### src/hw/rtl/dtt_pkg.sv
// ----------------------------------------------------------------------------
// dtt_pkg
// Shared types and constants of the detection track table.
// ----------------------------------------------------------------------------
package dtt_pkg;

  localparam int unsigned CoordW = 12;
  localparam int unsigned FrameW = 16;
  localparam int unsigned HitsW  = 8;

  // outcome codes
  localparam logic [2:0] OutHitConf  = 3'd0;
  localparam logic [2:0] OutHitTent  = 3'd1;
  localparam logic [2:0] OutNewTent  = 3'd2;
  localparam logic [2:0] OutDropped  = 3'd3;
  localparam logic [2:0] OutFrameEnd = 3'd4;

  // register indexes
  localparam logic [1:0] RegRecent = 2'd0;
  localparam logic [1:0] RegExpire = 2'd1;
  localparam logic [1:0] RegHits   = 2'd2;

  // q8 limits
  localparam logic [8:0] TightLo = 9'd230;
  localparam logic [8:0] TightHi = 9'd284;
  localparam logic [8:0] TightMv = 9'd192;
  localparam logic [8:0] LooseLo = 9'd179;
  localparam logic [8:0] LooseHi = 9'd366;
  localparam logic [8:0] LooseMv = 9'd384;

  // one stored entry
  typedef struct packed {
    logic [CoordW-1:0] x;
    logic [CoordW-1:0] y;
    logic [CoordW-1:0] w;
    logic [CoordW-1:0] h;
    logic [FrameW-1:0] seen;
    logic [HitsW-1:0]  hits;
  } entry_t;

endpackage

### src/hw/rtl/detection_track_table_unit.sv
// ----------------------------------------------------------------------------
// detection_track_table_unit
// Two-table box tracker: detection matching, end-of-frame promote and purge.
// ----------------------------------------------------------------------------
// Each table sits in its own single-port-read memory and one sequencer walks
// it an entry at a time: a read, a registered fit test, then a decision. A
// detection searches the valid entries, confirmed first, then tentative,
// until one fits; each of the two tables holds up to 16. End of frame walks
// the tentative table once, promoting and purging it in the same pass, and
// then walks the confirmed table once to purge it. The result is held in an
// output register; a new item is taken once it has gone.
module detection_track_table_unit import dtt_pkg::*; #(
  parameter int unsigned TABLE_DEPTH = 16
) (
  input  logic        clk_i,
  input  logic        rst_ni,
  input  logic        cfg_we_i,
  input  logic [1:0]  cfg_index_i,
  input  logic [9:0]  cfg_data_i,
  input  logic        in_valid_i,
  output logic        in_stall_o,
  input  logic        mode_i,
  input  logic [11:0] det_x_i,
  input  logic [11:0] det_y_i,
  input  logic [11:0] det_w_i,
  input  logic [11:0] det_h_i,
  input  logic [15:0] frame_i,
  output logic        out_valid_o,
  input  logic        out_stall_i,
  output logic [2:0]  outcome_o,
  output logic [3:0]  slot_o,
  output logic [4:0]  confirmed_count_o,
  output logic [4:0]  tentative_count_o
);

  localparam int unsigned AW = $clog2(TABLE_DEPTH);
  localparam int unsigned CW = AW + 1;
  localparam logic [CW-1:0] Full = CW'(TABLE_DEPTH);

  typedef enum logic [3:0] {
    StIdle, StSRead, StSWait, StSTest, StSWrite,
    StPRead, StPWait, StPMove,
    StCRead, StCWait, StCMove, StDone
  } state_e;

  state_e        state_q;
  logic          tab_q;      // 0 confirmed, 1 tentative
  logic [CW-1:0] idx_q, k_q;
  logic [CW-1:0] conf_used_q, tent_used_q;
  logic [11:0]   x_q, y_q, w_q, h_q;
  logic [15:0]   frame_q;
  logic [7:0]    recent_q, hreq_q;
  logic [9:0]    expire_q;
  logic          out_valid_q, out_valid_d;
  logic [2:0]    outcome_q;
  logic [3:0]    slot_q;

  logic          c_we, t_we;
  logic [AW-1:0] c_wa, t_wa, c_ra, t_ra;
  entry_t        c_wd, t_wd, c_rd, t_rd, rd, upd;
  logic          fit;
  logic [15:0]   age;
  logic          promote, keep;

  dtt_mem #(.Depth(TABLE_DEPTH)) u_conf (
    .clk_i, .we_i(c_we), .waddr_i(c_wa), .wdata_i(c_wd), .raddr_i(c_ra), .rdata_o(c_rd)
  );
  dtt_mem #(.Depth(TABLE_DEPTH)) u_tent (
    .clk_i, .we_i(t_we), .waddr_i(t_wa), .wdata_i(t_wd), .raddr_i(t_ra), .rdata_o(t_rd)
  );

  assign rd = tab_q ? t_rd : c_rd;

  dtt_fit u_fit (
    .clk_i, .ent_i(rd), .det_x_i(x_q), .det_y_i(y_q), .det_w_i(w_q),
    .det_h_i(h_q), .frame_i(frame_q), .recent_window_i(recent_q), .fit_o(fit)
  );

  assign age     = frame_q - rd.seen;
  assign promote = (rd.hits > hreq_q) && (conf_used_q < Full);
  assign keep    = age <= 16'(expire_q);

  // hit update of the entry just read
  always_comb begin
    upd      = '{x: x_q, y: y_q, w: w_q, h: h_q, seen: frame_q, hits: 8'd1};
    if (state_q == StSWrite && outcome_q != OutNewTent) begin
      upd.hits = (rd.hits == 8'hFF) ? 8'hFF : rd.hits + 8'd1;
    end
  end

  // memory port steering
  always_comb begin
    c_we = 1'b0; t_we = 1'b0;
    c_wa = k_q[AW-1:0]; t_wa = k_q[AW-1:0];
    c_wd = rd; t_wd = rd;
    c_ra = idx_q[AW-1:0]; t_ra = idx_q[AW-1:0];
    unique case (state_q)
      StSWrite: begin
        c_wa = idx_q[AW-1:0]; t_wa = idx_q[AW-1:0];
        c_wd = upd; t_wd = upd;
        c_we = ~tab_q; t_we = tab_q;
      end
      StIdle, StSRead, StSWait, StPRead, StPWait, StCRead, StCWait, StDone: begin
        if (state_q == StSTest) c_we = 1'b0;
      end
      StSTest: begin
        // append a new tentative entry on a miss at the last one
        t_wa = tent_used_q[AW-1:0];
        t_wd = upd;
        t_we = !fit && (idx_q + CW'(1) >= (tab_q ? tent_used_q : conf_used_q)) &&
               (tab_q || (tent_used_q == '0)) && (tent_used_q < Full);
      end
      StPMove: begin
        if (promote) begin
          c_we = 1'b1; c_wa = conf_used_q[AW-1:0];
        end else if (keep) begin
          t_we = 1'b1;
        end
      end
      StCMove: begin
        c_we = keep;
      end
      default: ;
    endcase
  end

  // result valid: set when a result is ready, cleared once taken
  assign out_valid_d = (state_q == StDone) ? 1'b1 : (out_valid_q && out_stall_i);

  // sequencer, counts, configuration and result register
  always_ff @(posedge clk_i or negedge rst_ni) begin
    if (!rst_ni) begin
      state_q     <= StIdle;
      tab_q       <= 1'b0;
      idx_q       <= '0;
      k_q         <= '0;
      conf_used_q <= '0;
      tent_used_q <= '0;
      recent_q    <= 8'd5;
      expire_q    <= 10'd10;
      hreq_q      <= 8'd3;
      out_valid_q <= 1'b0;
      outcome_q   <= OutHitConf;
      slot_q      <= '0;
    end else begin
      if (cfg_we_i) begin
        unique case (cfg_index_i)
          RegRecent: recent_q <= cfg_data_i[7:0];
          RegExpire: expire_q <= cfg_data_i;
          RegHits:   hreq_q   <= cfg_data_i[7:0];
          default: ;
        endcase
      end
      out_valid_q <= out_valid_d;
      unique case (state_q)
        StIdle: begin
          if (in_valid_i && !in_stall_o) begin
            x_q <= det_x_i; y_q <= det_y_i;
            w_q <= det_w_i; h_q <= det_h_i; frame_q <= frame_i;
            idx_q <= '0; k_q <= '0;
            if (mode_i) begin
              tab_q <= (tent_used_q != '0);
              state_q <= (tent_used_q != '0) ? StPRead : StCRead;
            end else if (conf_used_q != '0) begin
              tab_q <= 1'b0; state_q <= StSRead;
            end else if (tent_used_q != '0) begin
              tab_q <= 1'b1; state_q <= StSRead;
            end else begin
              outcome_q <= OutNewTent; slot_q <= '0;
              tent_used_q <= CW'(1); tab_q <= 1'b1;
              state_q <= StSWrite;
            end
          end
        end
        StSRead: state_q <= StSWait;
        StSWait: state_q <= StSTest;
        StSTest: begin
          if (fit) begin
            outcome_q <= tab_q ? OutHitTent : OutHitConf;
            slot_q    <= 4'(idx_q);
            state_q   <= StSWrite;
          end else if (idx_q + CW'(1) < (tab_q ? tent_used_q : conf_used_q)) begin
            idx_q <= idx_q + CW'(1); state_q <= StSRead;
          end else if (!tab_q && tent_used_q != '0) begin
            tab_q <= 1'b1; idx_q <= '0; state_q <= StSRead;
          end else if (tent_used_q < Full) begin
            outcome_q <= OutNewTent; slot_q <= 4'(tent_used_q);
            tent_used_q <= tent_used_q + CW'(1);
            state_q <= StDone;
          end else begin
            outcome_q <= OutDropped; slot_q <= '0; state_q <= StDone;
          end
        end
        StSWrite: begin
          // also reached for the first append into empty tables
          state_q <= StDone;
        end
        StPRead: state_q <= StPWait;
        StPWait: state_q <= StPMove;
        StPMove: begin
          if (promote) begin
            conf_used_q <= conf_used_q + CW'(1);
          end
          if (idx_q + CW'(1) < tent_used_q) begin
            if (!promote && keep) k_q <= k_q + CW'(1);
            idx_q <= idx_q + CW'(1); state_q <= StPRead;
          end else begin
            tent_used_q <= (!promote && keep) ? k_q + CW'(1) : k_q;
            tab_q <= 1'b0; idx_q <= '0; k_q <= '0;
            state_q <= StCRead;
          end
        end
        StCRead: begin
          if (idx_q >= conf_used_q) begin
            conf_used_q <= k_q; outcome_q <= OutFrameEnd; slot_q <= '0;
            state_q <= StDone;
          end else begin
            state_q <= StCWait;
          end
        end
        StCWait: state_q <= StCMove;
        StCMove: begin
          if (keep) k_q <= k_q + CW'(1);
          idx_q <= idx_q + CW'(1); state_q <= StCRead;
        end
        StDone: begin
          if (!out_valid_q || !out_stall_i) begin
            state_q <= StIdle;
          end
        end
        default: state_q <= StIdle;
      endcase
    end
  end

  // the first append into empty tables writes through the hit path
  // (hits is forced to one there since rd is unused for a new entry)

  assign in_stall_o        = (state_q != StIdle) || (out_valid_q && out_stall_i);
  assign out_valid_o       = out_valid_q;
  assign outcome_o         = outcome_q;
  assign slot_o            = slot_q;
  assign confirmed_count_o = 5'(conf_used_q);
  assign tentative_count_o = 5'(tent_used_q);

endmodule

### src/hw/rtl/dtt_fit.sv
// ----------------------------------------------------------------------------
// dtt_fit
// Registered match test of a stored entry against the detection box.
// ----------------------------------------------------------------------------
module dtt_fit import dtt_pkg::*; (
  input  logic              clk_i,
  input  entry_t            ent_i,
  input  logic [CoordW-1:0] det_x_i,
  input  logic [CoordW-1:0] det_y_i,
  input  logic [CoordW-1:0] det_w_i,
  input  logic [CoordW-1:0] det_h_i,
  input  logic [FrameW-1:0] frame_i,
  input  logic [7:0]        recent_window_i,
  output logic              fit_o
);

  logic [FrameW-1:0] age;
  logic              recent;
  logic [8:0]        lo, hi, mv;
  logic [20:0]       dw, dh, lw, hw, lh, hh, dx, dy, mx, my;
  logic [CoordW-1:0] ax, ay;

  // limits by age
  assign age    = frame_i - ent_i.seen;
  assign recent = age <= FrameW'(recent_window_i);
  assign lo = recent ? TightLo : LooseLo;
  assign hi = recent ? TightHi : LooseHi;
  assign mv = recent ? TightMv : LooseMv;

  // cross-multiplied tests
  assign ax = (det_x_i > ent_i.x) ? det_x_i - ent_i.x : ent_i.x - det_x_i;
  assign ay = (det_y_i > ent_i.y) ? det_y_i - ent_i.y : ent_i.y - det_y_i;
  assign dw = {1'b0, det_w_i, 8'd0};
  assign dh = {1'b0, det_h_i, 8'd0};
  assign dx = {1'b0, ax, 8'd0};
  assign dy = {1'b0, ay, 8'd0};
  assign lw = lo * ent_i.w;
  assign hw = hi * ent_i.w;
  assign lh = lo * ent_i.h;
  assign hh = hi * ent_i.h;
  assign mx = mv * ent_i.w;
  assign my = mv * ent_i.h;

  always_ff @(posedge clk_i) begin
    fit_o <= (dw >= lw) && (dw <= hw) && (dh >= lh) && (dh <= hh)
             && (dx <= mx) && (dy <= my);
  end

endmodule

### src/hw/rtl/dtt_mem.sv
// ----------------------------------------------------------------------------
// dtt_mem
// Entry store of one table, one write and one registered read port.
// ----------------------------------------------------------------------------
module dtt_mem import dtt_pkg::*; #(
  parameter int unsigned Depth = 16
) (
  input  logic                     clk_i,
  input  logic                     we_i,
  input  logic [$clog2(Depth)-1:0] waddr_i,
  input  entry_t                   wdata_i,
  input  logic [$clog2(Depth)-1:0] raddr_i,
  output entry_t                   rdata_o
);

  entry_t mem [Depth];

  // write port
  always_ff @(posedge clk_i) begin
    if (we_i) begin
      mem[waddr_i] <= wdata_i;
    end
  end

  // registered read port
  always_ff @(posedge clk_i) begin
    rdata_o <= mem[raddr_i];
  end

endmodule

### config.mk
export PLATFORM = sky130hd
export DESIGN_NAME = detection_track_table_unit
export DESIGN_NICKNAME = d
export VERILOG_FILES = /design/src/hw/rtl/dtt_pkg.sv /design/src/hw/rtl/detection_track_table_unit.sv /design/src/hw/rtl/dtt_fit.sv /design/src/hw/rtl/dtt_mem.sv
export SDC_FILE = /design/constraint.sdc
export NUM_CORES = 2
export LEC_CHECK = 0
export BUFFER_PORTS_ARGS = -buffer_cell sky130_fd_sc_hd__buf_2
export CAP_MARGIN = 20
export CORE_ASPECT_RATIO = 0.75
export CORE_MARGIN = 3
export CORE_UTILIZATION = 24
export CTS_BUF_LIST = sky130_fd_sc_hd__clkbuf_8
export DETAILED_ROUTE_END_ITERATION = 8
export PLACE_DENSITY = 0.43
export SLEW_MARGIN = 20
export SYNTH_ARGS = -nofsm -noshare
export SYNTH_HDL_FRONTEND = slang
export SYNTH_HIERARCHICAL = 1
export SYNTH_SLANG_ARGS = --single-unit
### constraint.sdc
create_clock -name clk_i -period 13 [get_ports clk_i]
set_input_delay 2.6 -clock clk_i [delete_from_list [all_inputs] [get_ports clk_i]]
set_output_delay 2.6 -clock clk_i [all_outputs]
set_load 0.01 [all_outputs]
==> summary.md <==
| Metric | Value |
|---|---|
| Avg WL per Cell | `25.9 µm` |
| FF-to-FF path depth | `between 40 and 50` |
| CTS root buffer | `clkbuf_8` |
| Die footprint | `slightly below 500000 µm²` |
| Post-synth top area share | `approximately three fifths` |
| Post-synthesis sequential area ratio | `65.3%` |
| Final Routed Wirelength | `367000 µm` |
| Buffers on Ports | `100` |
| Endpoint class of the critical path | `register` |
| Vias in the first global route | `66.6k` |
| Main flop type after synthesis | `edfxtp_1` |
| Worst slew pin tran | `around 1100 ps` |
| Final setup viols | `0` |
| Clock latency on the worst-skew pair | `1070 ps` |
| CTS tree | `built` |
| Nets@finish | `8137` |
| Final hold vios | `0` |
| Clock tree buffer depth | `4` |
| Crit Path Class | `reg -> reg` |
| CTS clock-pin slew for the worst setup and hold paths | `approximately 70 ps` |
| Count of pins over their slew limit | `0` |
| Synthesized flop and latch total | `about 2.6k` |
| Die width | `between 800 and 900 µm` |
| Unrepaired setup endpoints after global routing | `false` |
| I/O pins | `between 100 and 150` |
| Vias | `64.8k` |
| Synth unique cells | `103` |
| Synth Area in Adders | `between 8 and 9%` |
| Simple-Gate Fraction of Synth Area | `under 10%` |
| Crit path max fanout | `23` |
| Remaining DRCs | `0` |
| Largest family of logic cells by synthesized area | `multiplexers` |
| Htree depth | `5` |
| Final HPWL DP | `219000 µm` |
| Area leader, netlist | `edfxtp_1` |
| Max Fclk | `between 0.08 and 0.09 GHz` |
| PostCTS Resize Cnt | `0` |
| Routed Antenna Nets | `0` |
| Die Height | `roughly 610 µm` |
| Seq. cell area | `approximately 76000 µm²` |
| Hold path cells | `2` |
| Fin crit share | `between 80% and 90%` |
| Worst Path Arrival | `between 10000 and 15000 ps` |
| Multiplexer share of the synthesized area | `between 10% and 20%` |
| GRT overflow | `0` |
| Hold Path Class | `reg -> reg` |
| Antenna violations before repair | `36` |
| Commonest non-fill, non-tap cell in the layout | `edfxtp_1` |
| Top cells by area, synth | `edfxtp_1 61%, mux4_2 11%, ha_1 5.2%` |
| Slowest cell on crit path | `a2111oi_0` |
| Maxcap violations | `0` |
| CP startpoint kind | `register` |
| Share of cells above drive strength 1 | `about a fifth` |
| Slew headroom | `around a quarter` |
| Hold buffers post-CTS | `0` |
| CP dominant cell by count | `inv_1` |
| Initial Util | `approximately a quarter` |
| Status | `complete, no violations` |
| Commonest cells after routing, fill and taps aside | `2368 x edfxtp_1, 806 x inv_1, 576 x mux4_2` |
| TritonCTS Sinks | `roughly 2.6k` |
| Compound-Gate Fraction of Synth Area | `roughly 5.7%` |
| Placer Congestion | `~0.82` |
| Drt via density | `~4.6` |
| Final min period | `between 10000 and 15000 ps` |
| EDFF count, synth | `2368` |
| CTS Buf Count | `slightly above 400` |
| Syn Std Cell Area | `~120000 µm²` |
| DR pass1 iterations | `6` |
| Cell Rows | `220` |
| All-layer global routing usage | `about 15%` |
| Area of the core | `between 400000 and 500000 µm²` |
| Fin area | `133000 µm²` |
| Area of the multi-input gates | `roughly 37000 µm²` |
| Slowest stage delay, CP | `approximately 840 ps` |
| Initial DRC count | `~6.2k` |
| Cell count after synthesis | `approximately 6.9k` |
| Critical Path RT | `13920 ps` |
| Syn avg cell area | `16.7 µm²` |
| Postcts setup bufs | `0` |
| Yosys warning count | `6` |
| Post-synth ARST share | `2.29%` |
| Post-Route Setup TNS | `0 ps` |
| Layout area overhead | `15.1%` |
| Clock Skew | `approximately 120 ps` |
| Post-Place Cell Area | `between 100000 and 150000 µm²` |
| Number of fill cells in the layout | `around 48k` |
| Largest net degree at the start of global routing | `between 100 and 150` |
| Xor-xnor portion of the synthesized cell area | `less than 1%` |
| Global-route wire length before repair | `516000 µm` |
[path summary, 6_finish.rpt]
kind	to	start	slack (ps)
worst max-delay path	u_fit/fit_o	tab_q	1460
worst min register to register	slot_o[0]	slot_o[0]	500
max in group asynchronous	tab_q	rst_ni	10310
min in group asynchronous	state_q[2]	rst_ni	1620
worst max register to register	u_fit/fit_o	tab_q	1460
worst min-delay path	slot_o[0]	slot_o[0]	500
[per-stage QoR]
stage / hold slack, ps / setup slack, ps / util [%] / instances
3_3_place_gp: 484 / 1480 / 26.0 / 13400
3_5_place_dp: 485 / 1570 / 26.1 / 13400
2_1_floorplan: 479 / 2330 / - / 6930
5_1_grt: 527 / 604 / 27.8 / 14200
6_report: 496 / 1460 / 27.8 / 14200
4_1_cts: 499 / 1620 / 27.7 / 14200
[Yosys cell counts, types with 23 or more instances]
| cell type | n |
|---|---|
| a21o_1 | 44 |
| mux2_2 | 44 |
| clkbuf_1 | 160 |
| fa_1 | 206 |
| edfxtp_1 | 2368 |
| dfrtp_1 | 53 |
| o21ai_0 | 200 |
| a21oi_1 | 228 |
| and3_1 | 26 |
| nor2b_1 | 33 |
| nor3_1 | 53 |
| inv_1 | 652 |
| dfxtp_1 | 145 |
| nand2b_1 | 35 |
| nand2_1 | 390 |
| nand3_1 | 60 |
| xnor2_1 | 61 |
| a22oi_1 | 295 |
| mux2i_1 | 88 |
| buf_6 | 43 |
| nand4_1 | 23 |
| buf_1 | 23 |
| a211oi_1 | 29 |
| xor2_1 | 41 |
| ha_1 | 477 |
| nor2_1 | 187 |
| buf_2 | 31 |
| mux4_2 | 576 |
[flip-flops by register name (all words and copies together) (netlist names), 8 cells and up]
| signal | cells |
|---|---|
| u_conf/mem | 1152 |
| u_tent/mem | 1152 |
| u_conf/rdata_o | 72 |
| u_tent/rdata_o | 72 |
| frame_q | 16 |
| h_q | 12 |
| w_q | 12 |
| x_q | 12 |
| y_q | 12 |
| expire_q | 10 |
| hreq_q | 8 |
| recent_q | 8 |
[worst max-delay path: cells and delay by family (launching register included)]
| family | cells | cell delay (ps) |
|---|---|---|
| adders and majority gates | 8 | 2930 |
| xor gates and xnor gates | 1 | 140 |
| AOI/OAI and AO/OA | 18 | 4180 |
| buffers and inverters | 8 | 970 |
| and+or+nand+nor | 7 | 1940 |
| muxes | 1 | 490 |
| DFF | 1 | 750 |
[routing by layer]
| layer | vias up | track usage (%) | wire length, µm |
|---|---|---|---|
| met4 | 8 | 2.76 | 6760 |
| met3 | 476 | 2.63 | 23600 |
| met1 | 34500 | 21.8 | 176000 |
| li1 | 27700 | - | - |
| met2 | 2144 | 22.0 | 160000 |
| met5 | - | 0 | 51 |
[kinds of logic (layout without fill, tap and decap cells)]
group / Yosys count / after routing
and+or+nand+nor: 916 / 916
DFF: 2572 / 2572
buffers and inverters: 932 / 1722
muxes: 711 / 711
AOI/OAI and AO/OA: 992 / 992
xor gates and xnor gates: 102 / 102
other: 2 / 29
adders and majority gates: 683 / 683
[layout make-up]
type | instances | share of cell area (%)
clock inverters | 299 | 1.24
clock buffers | 461 | 4.77
multi-input cells | 3426 | 27.7
repair buffers | 309 | 1.71
diodes | 7 | 0.0132
well taps | 6438 | 6.05
inverters | 653 | 1.84
flip-flops and latches | 2572 | 56.7
Power is left out: the tool's default activity adds up to more than one toggle a clock period on the data nets, which glitch-free logic cannot reach.
